[src/hdl/rihv_pkg.sv]
`default_nettype none

package rihv_pkg;

  localparam int MAX_SIZE_CODE = 8;
  localparam int POS_W = 16 + MAX_SIZE_CODE;
  localparam int CODE_W = 4;
  localparam int MISS_W = 6;
  localparam int IMG_W = 24;
  localparam int Q_DEPTH = 4;
  localparam int Q_PTR_W = $clog2(Q_DEPTH);
  localparam int Q_CNT_W = $clog2(Q_DEPTH + 1);
  localparam int LOGO_LEN = 48;
  localparam int LOGO_IDX_W = 6;

  localparam logic [POS_W-1:0] BANK_BYTES = POS_W'(32'h8000);
  localparam logic [POS_W-1:0] MAX_BYTES = {1'b1, {(15 + MAX_SIZE_CODE){1'b0}}};
  localparam logic [POS_W-1:0] LOGO_START = POS_W'(16'h0104);
  localparam logic [POS_W-1:0] LOGO_END = POS_W'(16'h0134);
  localparam logic [POS_W-1:0] HDR_START = POS_W'(16'h0134);
  localparam logic [POS_W-1:0] TYPE_ADDR = POS_W'(16'h0147);
  localparam logic [POS_W-1:0] SIZE_ADDR = POS_W'(16'h0148);
  localparam logic [POS_W-1:0] HCHK_ADDR = POS_W'(16'h014D);
  localparam logic [POS_W-1:0] GCHK_HI_ADDR = POS_W'(16'h014E);
  localparam logic [POS_W-1:0] GCHK_LO_ADDR = POS_W'(16'h014F);
  localparam logic [7:0] HDR_SEED = 8'hE7;

  localparam logic [7:0] LOGO_REF [0:LOGO_LEN-1] = '{
    8'hCE, 8'hED, 8'h66, 8'h66, 8'hCC, 8'h0D, 8'h00, 8'h0B, 8'h03, 8'h73, 8'h00, 8'h83,
    8'h00, 8'h0C, 8'h00, 8'h0D, 8'h00, 8'h08, 8'h11, 8'h1F, 8'h88, 8'h89, 8'h00, 8'h0E,
    8'hDC, 8'hCC, 8'h6E, 8'hE6, 8'hDD, 8'hDD, 8'hD9, 8'h99, 8'hBB, 8'hBB, 8'h67, 8'h63,
    8'h6E, 8'h0E, 8'hEC, 8'hCC, 8'hDD, 8'hDC, 8'h99, 8'h9F, 8'hBB, 8'hB9, 8'h33, 8'h3E
  };

  // Number of nonzero reference bytes from each logo index to the end.
  localparam logic [MISS_W-1:0] LOGO_TAIL [0:LOGO_LEN-1] = '{
    6'd42, 6'd41, 6'd40, 6'd39, 6'd38, 6'd37, 6'd36, 6'd36, 6'd35, 6'd34, 6'd33, 6'd33,
    6'd32, 6'd32, 6'd31, 6'd31, 6'd30, 6'd30, 6'd29, 6'd28, 6'd27, 6'd26, 6'd25, 6'd25,
    6'd24, 6'd23, 6'd22, 6'd21, 6'd20, 6'd19, 6'd18, 6'd17, 6'd16, 6'd15, 6'd14, 6'd13,
    6'd12, 6'd11, 6'd10, 6'd9,  6'd8,  6'd7,  6'd6,  6'd5,  6'd4,  6'd3,  6'd2,  6'd1
  };

  typedef enum logic [2:0] {
    K_PLAIN,
    K_HEADER,
    K_HCHK,
    K_GHI,
    K_GLO,
    K_SKIP
  } kind_t;

  typedef struct packed {
    logic [7:0] data;
    kind_t kind;
    logic cap_type;
    logic cap_size;
    logic logo_miss;
    logic last;
    logic [POS_W-1:0] count;
    logic [CODE_W-1:0] size_code;
    logic [MISS_W-1:0] logo_tail;
  } rec_t;

  typedef struct packed {
    logic [15:0] global_sum;
    logic [7:0] header_sum;
    logic global_ok;
    logic header_ok;
    logic [MISS_W-1:0] logo_mismatches;
    logic [CODE_W-1:0] size_code;
    logic size_ok;
    logic type_fix_needed;
    logic [IMG_W-1:0] image_bytes;
    logic too_large;
  } res_t;

endpackage

`default_nettype wire

[src/hdl/rihv_front.sv]
`default_nettype none

module rihv_front (
  input  wire logic              clk,
  input  wire logic              rst_n,
  input  wire logic              in_valid,
  input  wire logic [7:0]        in_data,
  input  wire logic              in_last,
  input  wire logic              q_ready,
  output logic                   in_ready,
  output logic                   push,
  output rihv_pkg::rec_t         push_rec
);

  logic [rihv_pkg::POS_W-1:0] position_r;
  logic [rihv_pkg::POS_W-1:0] position_nxt;
  logic take;
  logic in_logo;
  logic [rihv_pkg::LOGO_IDX_W-1:0] logo_idx;
  logic [rihv_pkg::LOGO_IDX_W-1:0] tail_idx;
  logic [rihv_pkg::POS_W-1:0] cnt;
  logic [rihv_pkg::CODE_W-1:0] code;

  assign in_ready = q_ready;
  assign push = in_valid && q_ready;

  always_comb begin
    take = position_r < rihv_pkg::MAX_BYTES;
    in_logo = (position_r >= rihv_pkg::LOGO_START) && (position_r < rihv_pkg::LOGO_END);
    logo_idx = rihv_pkg::LOGO_IDX_W'(position_r - rihv_pkg::LOGO_START);
    cnt = take ? position_r + rihv_pkg::POS_W'(1) : position_r;

    code = '0;
    for (int k = 0; k < rihv_pkg::MAX_SIZE_CODE; k++) begin
      if (cnt > (rihv_pkg::BANK_BYTES << k)) begin
        code = code + rihv_pkg::CODE_W'(1);
      end
    end

    tail_idx = '0;
    if (cnt > rihv_pkg::LOGO_START) begin
      tail_idx = rihv_pkg::LOGO_IDX_W'(cnt - rihv_pkg::LOGO_START);
    end

    push_rec.data = in_data;
    push_rec.last = in_last;
    push_rec.count = cnt;
    push_rec.size_code = code;
    push_rec.logo_tail = (cnt >= rihv_pkg::LOGO_END) ? '0 : rihv_pkg::LOGO_TAIL[tail_idx];
    push_rec.cap_type = take && (position_r == rihv_pkg::TYPE_ADDR);
    push_rec.cap_size = take && (position_r == rihv_pkg::SIZE_ADDR);
    push_rec.logo_miss = take && in_logo && (in_data != rihv_pkg::LOGO_REF[logo_idx]);

    if (!take) begin
      push_rec.kind = rihv_pkg::K_SKIP;
    end else if (position_r == rihv_pkg::HCHK_ADDR) begin
      push_rec.kind = rihv_pkg::K_HCHK;
    end else if (position_r == rihv_pkg::GCHK_HI_ADDR) begin
      push_rec.kind = rihv_pkg::K_GHI;
    end else if (position_r == rihv_pkg::GCHK_LO_ADDR) begin
      push_rec.kind = rihv_pkg::K_GLO;
    end else if (position_r >= rihv_pkg::HDR_START && position_r < rihv_pkg::HCHK_ADDR) begin
      push_rec.kind = rihv_pkg::K_HEADER;
    end else begin
      push_rec.kind = rihv_pkg::K_PLAIN;
    end

    position_nxt = position_r;
    if (push) begin
      position_nxt = in_last ? '0 : cnt;
    end
  end

  always_ff @(posedge clk) begin
    if (!rst_n) begin
      position_r <= '0;
    end else begin
      position_r <= position_nxt;
    end
  end

endmodule

`default_nettype wire

[src/hdl/rihv_queue.sv]
`default_nettype none

module rihv_queue (
  input  wire logic              clk,
  input  wire logic              rst_n,
  input  wire logic              push,
  input  wire rihv_pkg::rec_t    push_rec,
  output logic                   q_ready,
  input  wire logic              pop,
  output logic                   head_valid,
  output rihv_pkg::rec_t         head_rec
);

  rihv_pkg::rec_t mem [0:rihv_pkg::Q_DEPTH-1];
  logic [rihv_pkg::Q_PTR_W-1:0] wr_ptr_r;
  logic [rihv_pkg::Q_PTR_W-1:0] wr_ptr_nxt;
  logic [rihv_pkg::Q_PTR_W-1:0] rd_ptr_r;
  logic [rihv_pkg::Q_PTR_W-1:0] rd_ptr_nxt;
  logic [rihv_pkg::Q_CNT_W-1:0] count_r;
  logic [rihv_pkg::Q_CNT_W-1:0] count_nxt;

  assign q_ready = count_r != rihv_pkg::Q_CNT_W'(rihv_pkg::Q_DEPTH);
  assign head_valid = count_r != '0;
  assign head_rec = mem[rd_ptr_r];

  always_comb begin
    wr_ptr_nxt = push ? wr_ptr_r + rihv_pkg::Q_PTR_W'(1) : wr_ptr_r;
    rd_ptr_nxt = pop ? rd_ptr_r + rihv_pkg::Q_PTR_W'(1) : rd_ptr_r;
    count_nxt = count_r;
    if (push && !pop) begin
      count_nxt = count_r + rihv_pkg::Q_CNT_W'(1);
    end else if (pop && !push) begin
      count_nxt = count_r - rihv_pkg::Q_CNT_W'(1);
    end
  end

  always_ff @(posedge clk) begin
    if (push) begin
      mem[wr_ptr_r] <= push_rec;
    end
  end

  always_ff @(posedge clk) begin
    if (!rst_n) begin
      wr_ptr_r <= '0;
      rd_ptr_r <= '0;
      count_r <= '0;
    end else begin
      wr_ptr_r <= wr_ptr_nxt;
      rd_ptr_r <= rd_ptr_nxt;
      count_r <= count_nxt;
    end
  end

endmodule

`default_nettype wire

[src/hdl/rihv_back.sv]
`default_nettype none

module rihv_back (
  input  wire logic              clk,
  input  wire logic              rst_n,
  input  wire logic              head_valid,
  input  wire rihv_pkg::rec_t    head_rec,
  output logic                   pop,
  input  wire logic              out_ready,
  output logic                   out_valid,
  output rihv_pkg::res_t         out_res
);

  logic [15:0] global_r;
  logic [15:0] global_nxt;
  logic [7:0] header_r;
  logic [7:0] header_nxt;
  logic [15:0] sglobal_r;
  logic [15:0] sglobal_nxt;
  logic [7:0] sheader_r;
  logic [7:0] sheader_nxt;
  logic [7:0] ssize_r;
  logic [7:0] ssize_nxt;
  logic [7:0] stype_r;
  logic [7:0] stype_nxt;
  logic [rihv_pkg::MISS_W-1:0] miss_r;
  logic [rihv_pkg::MISS_W-1:0] miss_nxt;
  logic over_r;
  logic over_nxt;

  logic snap_v_r;
  logic snap_v_nxt;
  logic [15:0] snap_global_r;
  logic [7:0] snap_header_r;
  logic [15:0] snap_sglobal_r;
  logic [7:0] snap_sheader_r;
  logic [7:0] snap_ssize_r;
  logic [7:0] snap_stype_r;
  logic [rihv_pkg::MISS_W-1:0] snap_miss_r;
  logic [rihv_pkg::POS_W-1:0] snap_count_r;
  logic [rihv_pkg::CODE_W-1:0] snap_code_r;
  logic snap_over_r;

  logic out_v_r;
  logic out_v_nxt;
  rihv_pkg::res_t out_r;
  rihv_pkg::res_t out_nxt;
  logic out_ld;
  logic snap_free;
  logic take_last;

  assign out_ld = snap_v_r && (!out_v_r || out_ready);
  assign snap_free = !snap_v_r || out_ld;
  assign pop = head_valid && (!head_rec.last || snap_free);
  assign take_last = pop && head_rec.last;
  assign out_valid = out_v_r;
  assign out_res = out_r;

  always_comb begin
    global_nxt = global_r;
    header_nxt = header_r;
    sglobal_nxt = sglobal_r;
    sheader_nxt = sheader_r;
    over_nxt = over_r;
    case (head_rec.kind)
      rihv_pkg::K_PLAIN: begin
        global_nxt = global_r + {8'h00, head_rec.data};
      end
      rihv_pkg::K_HEADER: begin
        global_nxt = global_r + {8'h00, head_rec.data};
        header_nxt = header_r + head_rec.data;
      end
      rihv_pkg::K_HCHK: begin
        sheader_nxt = head_rec.data;
      end
      rihv_pkg::K_GHI: begin
        sglobal_nxt = {head_rec.data, sglobal_r[7:0]};
      end
      rihv_pkg::K_GLO: begin
        sglobal_nxt = {sglobal_r[15:8], head_rec.data};
      end
      rihv_pkg::K_SKIP: begin
        over_nxt = 1'b1;
      end
      default: begin
        over_nxt = over_r;
      end
    endcase
    ssize_nxt = head_rec.cap_size ? head_rec.data : ssize_r;
    stype_nxt = head_rec.cap_type ? head_rec.data : stype_r;
    miss_nxt = miss_r + rihv_pkg::MISS_W'(head_rec.logo_miss);
  end

  always_comb begin
    out_nxt.header_sum = rihv_pkg::HDR_SEED - snap_header_r;
    out_nxt.global_sum = snap_global_r + {8'h00, out_nxt.header_sum};
    out_nxt.global_ok = snap_sglobal_r == out_nxt.global_sum;
    out_nxt.header_ok = snap_sheader_r == out_nxt.header_sum;
    out_nxt.logo_mismatches = snap_miss_r;
    out_nxt.size_code = snap_code_r;
    out_nxt.size_ok = snap_ssize_r == 8'(snap_code_r);
    out_nxt.type_fix_needed = (snap_count_r > rihv_pkg::BANK_BYTES) && (snap_stype_r == 8'h00);
    out_nxt.image_bytes = rihv_pkg::IMG_W'(snap_count_r);
    out_nxt.too_large = snap_over_r;

    snap_v_nxt = take_last ? 1'b1 : (out_ld ? 1'b0 : snap_v_r);
    out_v_nxt = out_ld ? 1'b1 : (out_ready ? 1'b0 : out_v_r);
  end

  always_ff @(posedge clk) begin
    if (!rst_n) begin
      global_r <= '0;
      header_r <= '0;
      sglobal_r <= '0;
      sheader_r <= '0;
      ssize_r <= '0;
      stype_r <= '0;
      miss_r <= '0;
      over_r <= 1'b0;
      snap_v_r <= 1'b0;
      out_v_r <= 1'b0;
    end else begin
      snap_v_r <= snap_v_nxt;
      out_v_r <= out_v_nxt;
      if (take_last) begin
        global_r <= '0;
        header_r <= '0;
        sglobal_r <= '0;
        sheader_r <= '0;
        ssize_r <= '0;
        stype_r <= '0;
        miss_r <= '0;
        over_r <= 1'b0;
      end else if (pop) begin
        global_r <= global_nxt;
        header_r <= header_nxt;
        sglobal_r <= sglobal_nxt;
        sheader_r <= sheader_nxt;
        ssize_r <= ssize_nxt;
        stype_r <= stype_nxt;
        miss_r <= miss_nxt;
        over_r <= over_nxt;
      end
    end
  end

  always_ff @(posedge clk) begin
    if (take_last) begin
      snap_global_r <= global_nxt;
      snap_header_r <= header_nxt;
      snap_sglobal_r <= sglobal_nxt;
      snap_sheader_r <= sheader_nxt;
      snap_ssize_r <= ssize_nxt;
      snap_stype_r <= stype_nxt;
      snap_miss_r <= miss_nxt + head_rec.logo_tail;
      snap_count_r <= head_rec.count;
      snap_code_r <= head_rec.size_code;
      snap_over_r <= over_nxt;
    end
    if (out_ld) begin
      out_r <= out_nxt;
    end
  end

`ifndef SYNTHESIS
  a_snap_holds: assert property (@(posedge clk) disable iff (!rst_n)
    snap_v_r && !out_ld |=> snap_v_r)
    else $error("pending result lost before reaching the output register");

  a_no_overwrite: assert property (@(posedge clk) disable iff (!rst_n)
    !(take_last && snap_v_r && !out_ld))
    else $error("last item taken while the result snapshot is still occupied");

  a_clear_after_last: assert property (@(posedge clk) disable iff (!rst_n)
    take_last |=> (global_r == 16'h0000) && (miss_r == '0) && !over_r)
    else $error("accumulators not cleared after the last item");

  a_load_shows: assert property (@(posedge clk) disable iff (!rst_n)
    out_ld |=> out_v_r)
    else $error("loaded result not presented");
`endif

endmodule

`default_nettype wire

[src/hdl/rom_image_header_validator_unit.sv]
`default_nettype none

// Validates a cartridge ROM image streamed one byte per item in address order and
// reports, after the item marked by in_tlast, the header and global checksums, the
// logo mismatch count, the size code and related flags; all state then returns to
// reset so the next item starts a new image at address zero. The unit sustains one
// item per clock while the queue has room: the front classifies each byte by
// address, a four-entry queue decouples it from the back end, which accumulates one
// item per cycle unless a last item waits for the snapshot stage to free. A result
// goes from the queue through a snapshot stage and an output register to the output.
module rom_image_header_validator_unit (
  input  wire logic        clk,
  input  wire logic        rst_n,
  input  wire logic        in_tvalid,
  output logic             in_tready,
  input  wire logic [7:0]  in_tdata,   // data_byte[7:0]
  input  wire logic        in_tlast,
  output logic             out_tvalid,
  input  wire logic        out_tready,
  // global_sum[15:0], header_sum[23:16], global_ok[24], header_ok[25],
  // logo_mismatches[31:26], size_code[35:32], size_ok[36], type_fix_needed[37],
  // image_bytes[61:38], too_large[62], zero[63]
  output logic [63:0]      out_tdata
);

  logic push;
  logic pop;
  logic q_ready;
  logic head_valid;
  rihv_pkg::rec_t push_rec;
  rihv_pkg::rec_t head_rec;
  rihv_pkg::res_t res;

  rihv_front u_front (
    .clk      (clk),
    .rst_n    (rst_n),
    .in_valid (in_tvalid),
    .in_data  (in_tdata),
    .in_last  (in_tlast),
    .q_ready  (q_ready),
    .in_ready (in_tready),
    .push     (push),
    .push_rec (push_rec)
  );

  rihv_queue u_queue (
    .clk        (clk),
    .rst_n      (rst_n),
    .push       (push),
    .push_rec   (push_rec),
    .q_ready    (q_ready),
    .pop        (pop),
    .head_valid (head_valid),
    .head_rec   (head_rec)
  );

  rihv_back u_back (
    .clk        (clk),
    .rst_n      (rst_n),
    .head_valid (head_valid),
    .head_rec   (head_rec),
    .pop        (pop),
    .out_ready  (out_tready),
    .out_valid  (out_tvalid),
    .out_res    (res)
  );

  assign out_tdata = {1'b0, res.too_large, res.image_bytes, res.type_fix_needed,
                      res.size_ok, res.size_code, res.logo_mismatches, res.header_ok,
                      res.global_ok, res.header_sum, res.global_sum};

endmodule

`default_nettype wire

[config.mk]
export PLATFORM = sky130hd
export DESIGN_NAME = rom_image_header_validator_unit
export DESIGN_NICKNAME = d
export VERILOG_FILES = /design/src/hdl/rihv_pkg.sv /design/src/hdl/rihv_front.sv /design/src/hdl/rihv_queue.sv /design/src/hdl/rihv_back.sv /design/src/hdl/rom_image_header_validator_unit.sv
export SDC_FILE = /design/constraint.sdc
export NUM_CORES = 1
export LEC_CHECK = 0
export BUFFER_PORTS_ARGS = -buffer_cell sky130_fd_sc_hd__clkbuf_2
export CORE_ASPECT_RATIO = 1.75
export CORE_MARGIN = 2
export CORE_UTILIZATION = 25
export DETAILED_ROUTE_END_ITERATION = 8
export GPL_TIMING_DRIVEN = 0
export PLACE_DENSITY = 0.42
export SYNTH_ARGS = -nofsm -noshare
export SYNTH_HDL_FRONTEND = slang
export SYNTH_SLANG_ARGS = --single-unit
[constraint.sdc]
create_clock -name clk -period 13 [get_ports clk]
set_input_delay 0.65 -clock clk [delete_from_list [all_inputs] [get_ports clk]]
set_output_delay 0.65 -clock clk [all_outputs]
set_load 0.005 [all_outputs]
==> impl_metrics.csv, run 1 <==
group,metric,value,unit
worst_setup_path,reg2regPathDepth,26,
worst_setup_path,critical_path_class,"reg -> reg",
power,p_leak,8.82,nW
detailed_routing,firstDrtPassIters,5,
floorplan,die_h,390,um
timing,finalSetupViolCount,0,
cells_and_area,fillers,8509,
clock_network,tritoncts,"built",
clock_network,cts.sinks,464,
synthesis,synth-warning-count,0,
synthesis,synth_edf_count,358,
detailed_routing,routed_via_density,4.59,
timing,rsz0062_at_grt,"false",
synthesis,syn_area,21300,sq um
detailed_routing,ant_nets,0,
timing,maxSlewHeadroom,29.7,%
cells_and_area,antenna_cells,0,
global_routing,antenna_found_initial,1,
detailed_routing,drtIter0Drc,602,
run,maxCapViolCount,0,
outcome,status,"finished clean",
worst_hold_path,hold_class,"in -> reg",
floorplan,fp.dieArea,87600,sq um
worst_setup_path,crit_path_end_kind,"register",
global_routing,grt_max_degree,56,
worst_setup_path,arrival,8.39,ns
detailed_routing,routed_wl,57300,um
synthesis,syn-num-nets,1716,
worst_setup_path,rrSetupSlack,4.99,ns
worst_hold_path,min_from,"in_tdata[4]",
power,pwr-share-clk,26.8,%
synthesis,syn_avg_cell_area,13.1,sq um
floorplan,initial_core_util,25.3,%
worst_setup_path,critPathMaxStageDelay,0.67,ns
power,p_switching,0.00180,W
global_routing,first_global_vias,13692,
synthesis,yosys-top-cells-count,"edfxtp_1, nor2_1, nand2_1",
synthesis,synth.area.top_cells,"edfxtp_1, dfxtp_1, mux4_2, ha_1, mux2_2",
power,powerDensity,217,nW/um^2
timing,tns,0,ns
cells_and_area,syn_to_final_growth,16.8,%
timing,timing.fmax,125,MHz
worst_hold_path,holdPathStages,1,
global_routing,grt_usage,13.1,%
timing,hold_slack,0.311,ns
synthesis,synth_top_area_share,50.5,%
synthesis,synthArstFlopShare,0,%
power,netSwitchingFraction,33.5,%
timing,worst_pin_slew,1.05,ns
global_routing,grt_pass1_wl,85800,um
detailed_routing,routedWlPerCell,20.0,um
synthesis,post-synth-top-count-cell,"edfxtp_1",
floorplan,core,84300,sq um
synthesis,ys_types,83,
clock_network,clk_latency,0.61,ns
worst_setup_path,cp.buffers_inverters,5,
floorplan,top_level_ports,79,
clock_network,root_buffer,"clkbuf_16",
power,combPwrFrac,31.4,%
clock_network,post_cts_resize_count,0,
detailed_routing,num_vias,13182,
place,place_congestion,0.832,
timing,post-route-period-util,61.6,%
synthesis,yosysSeqAreaShare,60.5,%
worst_setup_path,slowest_stage,"a2111oi_1",
clock_network,h-tree-depth,2,
timing,slew_violations,0,
power,pwr-share-seq,41.7,%
synthesis,syn-instance-count,1629,
worst_hold_path,worstHoldEndpoint,"u_queue.mem[2][45]",
synthesis,synth_top_area_cell,"edfxtp_1",
place,dpl.hpwl,41700,um
cells_and_area,drive_above_1_share,17.5,%
floorplan,die_x,225,um
place,io_buffers,77,
floorplan,rows,141,
clock_network,hold_buffers,0,
timing,report.final.hold_viol_count,0,
worst_setup_path,critical_path.top_delay_family,"adder cells",
worst_setup_path,cp.required,13.38,ns
worst_setup_path,r2r-end,"u_queue.mem[3][8]",
power,internal-power,0.00358,W
worst_setup_path,cp_common_cell,"ha_1",
clock_network,post-cts-setup-buffer-count,0,
synthesis,ys_ff_latch,464,
cells_and_area,finalNetCount,1849,
worst_setup_path,crit_fanout,13,
timing,fin_skew,0.0355,ns
clock_network,cts_buffers,47,
global_routing,grt_overflow,0,
worst_setup_path,worstSetupStartpointType,"register",
worst_setup_path,reg2reg_from,"u_front.position_r[2]",
clock_network,cts_buffer_depth,3,
clock_network,clk_pin_slew,0.07,ns
timing,min_period,8.01,ns
synthesis,ys.flop_type,"edfxtp_1",
power,vdd_drop_max,111,uV
detailed_routing,drc,0,
==> cells in the final DEF (no fill, tap or decap), drive strengths merged, types with 14 or more instances in the layout <==
| cell | synthesis | final |
|---|---|---|
| ha | 69 | 69 |
| inv | 66 | 71 |
| nor2b | 32 | 32 |
| mux4 | 51 | 51 |
| nand3 | 26 | 26 |
| nand2 | 121 | 121 |
| clkbuf | 52 | 185 |
| buf | 22 | 29 |
| nor3 | 49 | 49 |
| nor2 | 124 | 124 |
| o21ai | 40 | 40 |
| and2 | 18 | 18 |
| nand4 | 14 | 14 |
| a22oi | 16 | 16 |
| edfxtp | 358 | 358 |
| and3 | 18 | 18 |
| dfxtp | 106 | 106 |
| a21o | 14 | 14 |
| nor4 | 31 | 31 |
| xor2 | 64 | 64 |
| xnor2 | 67 | 67 |
| clkinv | 1 | 17 |
| a21oi | 81 | 81 |
| mux2 | 56 | 56 |
==> state kept, by name (all words and copies together), names as in the netlist, 2 cells and up, named ones only <==
signal                 count
u_back.snap_stype_r        8
u_back.snap_miss_r         6
u_back.snap_code_r         4
u_back.snap_sglobal_r     16
u_back.global_r           16
u_front.position_r        24
u_back.ssize_r             8
u_back.snap_count_r       24
u_back.miss_r              6
u_back.stype_r             8
u_queue.count_r            3
u_back.sglobal_r          16
u_queue.mem              196
u_queue.rd_ptr_r           2
u_back.sheader_r           8
u_back.snap_ssize_r        8
u_queue.wr_ptr_r           2
u_back.header_r            8
u_back.snap_sheader_r      8
u_back.snap_header_r       8
u_back.out_res            63
u_back.snap_global_r      16
==> cell type report <==
cell class              count  area, sq um  area share (%)
multi-input cells        1024         7900            31.8
inverters                  67          254            1.02
repair buffers             84          548            2.20
flip-flops and latches    464        12900            51.8
plain buffers              74          304            1.22
clock inverters            32          384            1.54
clock buffers              56         1260            5.07
well taps                1072         1340            5.39
==> routing by layer <==
layer  up-vias  global-route usage (%)  part of all wire, %
met4         2                    4.88                  3.2
li1       6283                       -                    -
met5         -                       0                0.023
met3        96                    1.61                  3.1
met1      6566                    13.0                   35
met2       235                    27.0                   58
==> cell families after synthesis <==
logic type | synth area share, %
xor+xnor | 5.74
flops | 60.5
buf+inv | 2.61
compound gates | 6.66
simple gates | 11.4
mux | 8.64
fa+ha+maj | 4.52
other cells | 0.0176
==> how the worst max path moves through the flow <==
stage,from,end,cells after the start
floorplan,u_front.position_r[1],u_queue.mem[0][7],23
global placement,u_front.position_r[2],u_queue.mem[0][8],26
detailed placement,u_front.position_r[2],u_queue.mem[3][8],26
CTS,u_front.position_r[2],u_queue.mem[0][8],26
global route,u_front.position_r[2],u_queue.mem[0][8],26
finish,u_front.position_r[2],u_queue.mem[3][8],26
==> metrics by stage <==
step / utilization, % / setup WS [ns] / cells / instance area [sq um] / power (W)
6_report: 29.5 / 4.99 / 2873 / 24900 / 0.00539
5_1_grt: 29.5 / 4.45 / 2873 / 24900 / 0.00573
4_1_cts: 29.5 / 4.95 / 2873 / 24900 / 0.00550
3_5_place_dp: 27.5 / 4.96 / 2785 / 23200 / 0.00403
3_3_place_gp: 27.3 / 5.10 / 2778 / 23000 / 0.00400
2_1_floorplan: - / 6.93 / 1629 / 21300 / 0.00340
==> power by group through the flow <==
stage,combinational (W),sequential [W],clock [W]
finish,0.00169,0.00225,0.00145
global route,0.00190,0.00229,0.00155
CTS,0.00175,0.00226,0.00150
detailed placement,0.00174,0.00229,0
global placement,0.00169,0.00232,0
floorplan,0.00115,0.00224,0
Note: power is estimated with default switching activity, not from simulation.
==> inputs of run 2 (changes only) <==
--- a/config.mk
+++ b/config.mk
@@ -11,7 +11,7 @@
 export CORE_UTILIZATION = 25
 export DETAILED_ROUTE_END_ITERATION = 8
 export GPL_TIMING_DRIVEN = 0
-export PLACE_DENSITY = 0.42
+export PLACE_DENSITY = 0.43
 export SYNTH_ARGS = -nofsm -noshare
 export SYNTH_HDL_FRONTEND = slang
 export SYNTH_SLANG_ARGS = --single-unit
==> constraint.sdc (replaced) <==
create_clock -name clk -period 7.35 [get_ports clk]
set_input_delay 0.3675 -clock clk [delete_from_list [all_inputs] [get_ports clk]]
set_output_delay 0.3675 -clock clk [all_outputs]
set_load 0.005 [all_outputs]
==> impl_metrics.csv, run 2 (synthesis gave the netlist of run 1 again) <==
group,metric,value,unit
cells_and_area,fin_area,24900,sq um
timing,timing.fmax,144,MHz
timing,post-route-period-util,94.5,%
worst_setup_path,reg2regPathDepth,23,
outcome,status,"finished clean",
detailed_routing,firstDrtPassIters,5,
worst_setup_path,endpoint,"u_queue.mem[0][9]",
floorplan,core,84300,sq um
worst_setup_path,reg2reg_from,"u_front.position_r[1]",
place,place_congestion,0.835,
timing,fin_ws,0.405,ns
place,dpl.hpwl,41100,um
detailed_routing,routed_wl,56800,um
detailed_routing,drc,0,
worst_setup_path,critical_path_class,"reg -> reg",
cells_and_area,regMostFlops,"u_queue.mem",
worst_hold_path,holdPathStages,1,
timing,min_period,6.94,ns
global_routing,grt_max_degree,62,
floorplan,initial_core_util,25.3,%
clock_network,tritoncts,"built",
cells_and_area,mostFrequentLayoutCell,"edfxtp_1",
cells_and_area,fillers,8538,
power,vdd_drop_max,159,uV
floorplan,die_x,225,um
clock_network,clk_latency,0.61,ns
power,p_leak,8.82,nW
detailed_routing,ant_nets,0,
clock_network,cts_buffer_depth,3,
detailed_routing,num_vias,13224,
timing,maxSlewHeadroom,24.0,%
cells_and_area,largest_reg_flops,196,
cells_and_area,drive_above_1_share,17.8,%
run,maxCapViolCount,0,
clock_network,cts.sinks,464,
clock_network,h-tree-depth,2,
global_routing,grt-busiest-layer,"met2",
place,place_ws,-0.464,ns
power,powerDensity,379,nW/um^2
cells_and_area,finalNetCount,1851,
place,io_buffers,77,
floorplan,rows,141,
cells_and_area,final_cell_mix,"edfxtp_1, nor2_1, nand2_1, dfxtp_1, a21oi_1",
global_routing,grt_usage,13.1,%
clock_network,cts_buffers,46,
timing,report.final.hold_viol_count,0,
floorplan,die_h,390,um
global_routing,grt_overflow,0,
place,placed_area,23200,sq um
timing,fin_skew,0.0285,ns
worst_setup_path,r2r-end,"u_queue.mem[0][9]",
timing,worst_pin_slew,1.14,ns
global_routing,grt_util_met1,13.0,%
detailed_routing,drtIter0Drc,651,
detailed_routing,routed_via_density,4.60,
global_routing,grt_pass1_wl,85700,um
detailed_routing,routedWlPerCell,19.8,um
worst_setup_path,arrival,7.30,ns
worst_setup_path,rrSetupSlack,0.41,ns
global_routing,grtUsageMet2,26.9,%
cells_and_area,multiInputGateArea,7930,sq um
timing,rsz0062_at_grt,"false",
worst_setup_path,worstSetupStartpoint,"u_front.position_r[1]",
global_routing,gr-usage-met3,1.63,%
timing,slew_violations,0,
worst_setup_path,crit_fanout,12,
cells_and_area,seq_area,12900,sq um
global_routing,antenna_found_initial,2,
worst_hold_path,hold_class,"in -> reg",
worst_setup_path,cp.required,7.70,ns
timing,finalSetupViolCount,0,
global_routing,first_global_vias,13832,
clock_network,clk_pin_slew,0.07,ns
floorplan,top_level_ports,79,
worst_setup_path,crit_path_end_kind,"register",
power,p_total,0.00942,W
clock_network,post-cts-setup-buffer-count,0,
timing,hold_slack,0.0428,ns
floorplan,fp.dieArea,87600,sq um
cells_and_area,syn_to_final_growth,16.8,%
worst_setup_path,worstSetupStartpointType,"register",
clock_network,root_buffer,"clkbuf_16",
run 2: changes by cell type in the layout (fill, tap and decap cells not counted), sizes merged:
cell | before | now
bufinv | 6 | 5
clkinvlp | 5 | 4
clkdlybuf4s18 | 0 | 1
inv | 71 | 70
dlygate4sd3 | 0 | 2
clkbuf | 185 | 189
clkinv | 17 | 14
diode | 0 | 1
run 2: critical path, stage by stage, from the launching register on:
cell      delay [ns]
dfxtp_2         0.48
ha_2            0.37
nand4b_1        0.23
or3_1           0.49
o31a_1          0.34
or2_2           0.30
clkbuf_1        0.27
or2_2           0.39
o32ai_1         0.22
nand2_1         0.12
ha_1            0.31
buf_1           0.33
xor2_2          0.30
xnor2_1         0.21
inv_1           0.09
ha_1            0.29
xnor3_1         0.38
a22oi_1         0.22
nand2_1         0.14
ha_1            0.30
nor2_1          0.04
a31oi_1         0.25
nand3_1         0.15
xnor2_1         0.46
run 2: per-stage QoR:
stage	util, %	setup TNS, ns	cells
floorplan	-	0	1629
global placement	27.3	-5.02	2778
detailed placement	27.6	-5.24	2786
CTS	29.5	0	2874
global route	29.5	0	2875
finish	29.5	0	2875
run 2: worst min path at each step:
stage                                    end                  start  slack (ns)
after detailed placement  u_back.out_res[33]  u_back.snap_miss_r[2]        0.41
final                     u_queue.mem[2][34]               in_tlast        0.04
after floorplan            u_back.out_res[0]     u_back.snap_over_r        0.40
after CTS                 u_queue.mem[2][34]               in_tlast       0.003
after global routing      u_queue.mem[2][45]            in_tdata[4]        0.02
after global placement    u_back.out_res[33]  u_back.snap_miss_r[2]        0.41
run 2: cell type report:
type,count,area share [%]
buffer,74,1.23
clock buffer,60,5.00
inverter,67,1.03
clock inverter,26,1.28
antenna,1,0.0101
tap,1072,5.39
sequential,464,51.8
multi-input combinational,1024,31.9
timing repair buffer,87,2.41
run 2: repair_timing:
item,4_1_cts,5_1_grt
hold buffers,2,0
hold endpoints to repair,8,0
endpoints found under the setup margin,12,12
resized for setup,4,6
run 2: where the power goes:
part	switching, W	leakage [nW]	total [W]	internal (W)
logic	0.00180	3.89	0.00298	0.00119
registers	0.000282	4.17	0.00398	0.00369
clock network	0.00107	0.755	0.00246	0.00139
run 2: routing by layer:
layer  wire length, um  vias up
met2             33100      264
met5                 0        -
met4              1810        0
li1                  -     6288
met3              1710       92
met1             20100     6580
==> inputs of run 3 (changes only) <==
--- a/config.mk
+++ b/config.mk
@@ -11,7 +11,7 @@
 export CORE_UTILIZATION = 25
 export DETAILED_ROUTE_END_ITERATION = 8
 export GPL_TIMING_DRIVEN = 0
-export PLACE_DENSITY = 0.43
+export PLACE_DENSITY = 0.42
 export SYNTH_ARGS = -nofsm -noshare
 export SYNTH_HDL_FRONTEND = slang
 export SYNTH_SLANG_ARGS = --single-unit
==> constraint.sdc (replaced) <==
create_clock -name clk -period 6.8 [get_ports clk]
set_input_delay 0.34 -clock clk [delete_from_list [all_inputs] [get_ports clk]]
set_output_delay 0.34 -clock clk [all_outputs]
set_load 0.005 [all_outputs]
==> impl_metrics.csv, run 3 (synthesis gave the netlist of run 1 again) <==
group,metric,value,unit
timing,worst_pin_slew,1.05,ns
worst_setup_path,cp.required,7.14,ns
worst_setup_path,critPathMaxStageDelay,0.52,ns
floorplan,die_x,225,um
cells_and_area,regMostFlops,"u_queue.mem",
worst_setup_path,slowest_stage,"dfxtp_2",
worst_setup_path,crit_fanout,12,
power,powerDensity,411,nW/um^2
place,place_congestion,0.832,
worst_setup_path,worstSetupStartpointType,"register",
floorplan,core,84300,sq um
detailed_routing,ant_nets,0,
detailed_routing,firstDrtPassIters,5,
timing,post-route-period-util,95.2,%
timing,fin_skew,0.0353,ns
global_routing,grt_overflow,0,
timing,slew_violations,0,
detailed_routing,drc,0,
worst_hold_path,hold_class,"in -> reg",
global_routing,grt_max_degree,56,
cells_and_area,finalNetCount,1856,
clock_network,clk_latency,0.61,ns
worst_setup_path,critical_path_class,"reg -> reg",
worst_setup_path,cp_common_cell,"ha_1",
power,p_leak,8.89,nW
outcome,status,"finished clean",
floorplan,die_h,390,um
place,dpl.hpwl,41700,um
floorplan,fp.dieArea,87600,sq um
timing,min_period,6.47,ns
detailed_routing,drtIter0Drc,585,
cells_and_area,syn_to_final_growth,17.8,%
floorplan,initial_core_util,25.3,%
clock_network,tritoncts,"built",
detailed_routing,routed_wl,57500,um
power,vdd_drop_max,213,uV
detailed_routing,routedWlPerCell,20.0,um
timing,finalSetupViolCount,0,
worst_setup_path,path_cells,"ha_1, nand4_1, nor4_1, xor2_2, buf_4, a2111oi_4, a21oi_1, or2_2, ha_4, xor2_4, xnor2_1, inv_1, ha_1, xnor3_1, a22oi_1, nand2_1, ha_1, nor2_1, a31oi_2, ha_1, nand2_1, xnor2_1, xnor2_2",
cells_and_area,final_cell_mix,"edfxtp_1, nor2_1, nand2_1, dfxtp_1, a21oi_1",
cells_and_area,utilization,29.8,%
worst_setup_path,cp.buffers_inverters,2,
cells_and_area,antenna_cells,0,
clock_network,clk_pin_slew,0.07,ns
floorplan,rows,141,
cells_and_area,largest_reg_flops,196,
global_routing,antenna_found_initial,1,
worst_setup_path,crit_path_end_kind,"register",
detailed_routing,routed_via_density,4.59,
global_routing,grt_usage,13.1,%
detailed_routing,num_vias,13222,
clock_network,root_buffer,"clkbuf_16",
timing,report.final.hold_viol_count,0,
clock_network,cts.sinks,464,
floorplan,top_level_ports,79,
clock_network,cts_buffer_depth,3,
clock_network,cts_buffers,47,
worst_setup_path,critical_path.top_delay_family,"adder cells",
worst_setup_path,arrival,6.81,ns
timing,maxSlewHeadroom,30.2,%
cells_and_area,mostFrequentLayoutCell,"edfxtp_1",
timing,hold_slack,0.0307,ns
timing,timing.fmax,154,MHz
global_routing,grt_pass1_wl,86000,um
clock_network,h-tree-depth,2,
place,io_buffers,77,
run,maxCapViolCount,0,
global_routing,first_global_vias,13721,
cells_and_area,drive_above_1_share,18.6,%
[run 3: cell count changes in the layout (fill, tap and decap cells not counted), moves of 2 or more]
cell,previous run,this run
buf_4,4,8
clkbuf_1,61,55
clkbuf_16,46,48
clkbuf_4,0,2
clkinv_2,8,12
clkinv_4,2,0
dlygate4sd3_1,2,5
ha_4,0,2
nor4_4,0,2
xor2_1,63,61
[run 3: cell type report]
| class | count | area [sq um] |
|---|---|---|
| fill | 8486 | 59200 |
| sequential | 464 | 12900 |
| multi-input combinational | 1024 | 8040 |
| tap | 1072 | 1340 |
| clock buffer | 56 | 1260 |
| timing repair buffer | 93 | 628 |
| clock inverter | 32 | 384 |
| buffer | 72 | 303 |
| inverter | 67 | 255 |
[run 3: through the flow]
step	std cells	total power [W]	TNS (ns)	setup WS, ns	instance area [sq um]
5_1_grt	2880	0.0110	-0.136	-0.0354	25100
3_5_place_dp	2785	0.00770	-13.18	-1.24	23200
3_3_place_gp	2778	0.00765	-12.22	-1.10	23000
2_1_floorplan	1629	0.00649	0	0.733	21300
4_1_cts	2876	0.0105	0	0.0227	25000
6_report	2880	0.0103	0	0.326	25100
[run 3: repair_timing]
item,in CTS,in global routing
pin swaps,0,2
hold buffers,5,0
setup buffers,0,4
cloned,0,0
hold endpoints to repair,18,0
resized for setup,15,13
endpoints found under the setup margin,12,12
[run 3: routing by layer]
layer	track usage [%]	vias to the layer above	wire (um)
met1	13.0	6585	20300
met4	4.94	2	1910
met5	0	-	13
met2	27.0	240	33500
met3	1.62	100	1760
li1	-	6295	-
[run 3: path summary, 6_finish.rpt]
| kind | start | endpoint | slack [ns] | depth (start not counted) |
|---|---|---|---|---|
| setup / recovery | u_front.position_r[1] | u_queue.mem[0][8] | 0.33 | 23 |
| hold reg to reg | u_back.snap_miss_r[2] | u_back.out_res[33] | 0.42 | 0 |
| setup reg to reg | u_front.position_r[1] | u_queue.mem[0][8] | 0.33 | 23 |
| hold / removal | in_tdata[7] | u_queue.mem[1][48] | 0.03 | 1 |
[run 3: where the power goes]
group / internal, W / switching (W)
clock network: 0.00158 / 0.00118
logic: 0.00128 / 0.00196
registers: 0.00399 / 0.000308
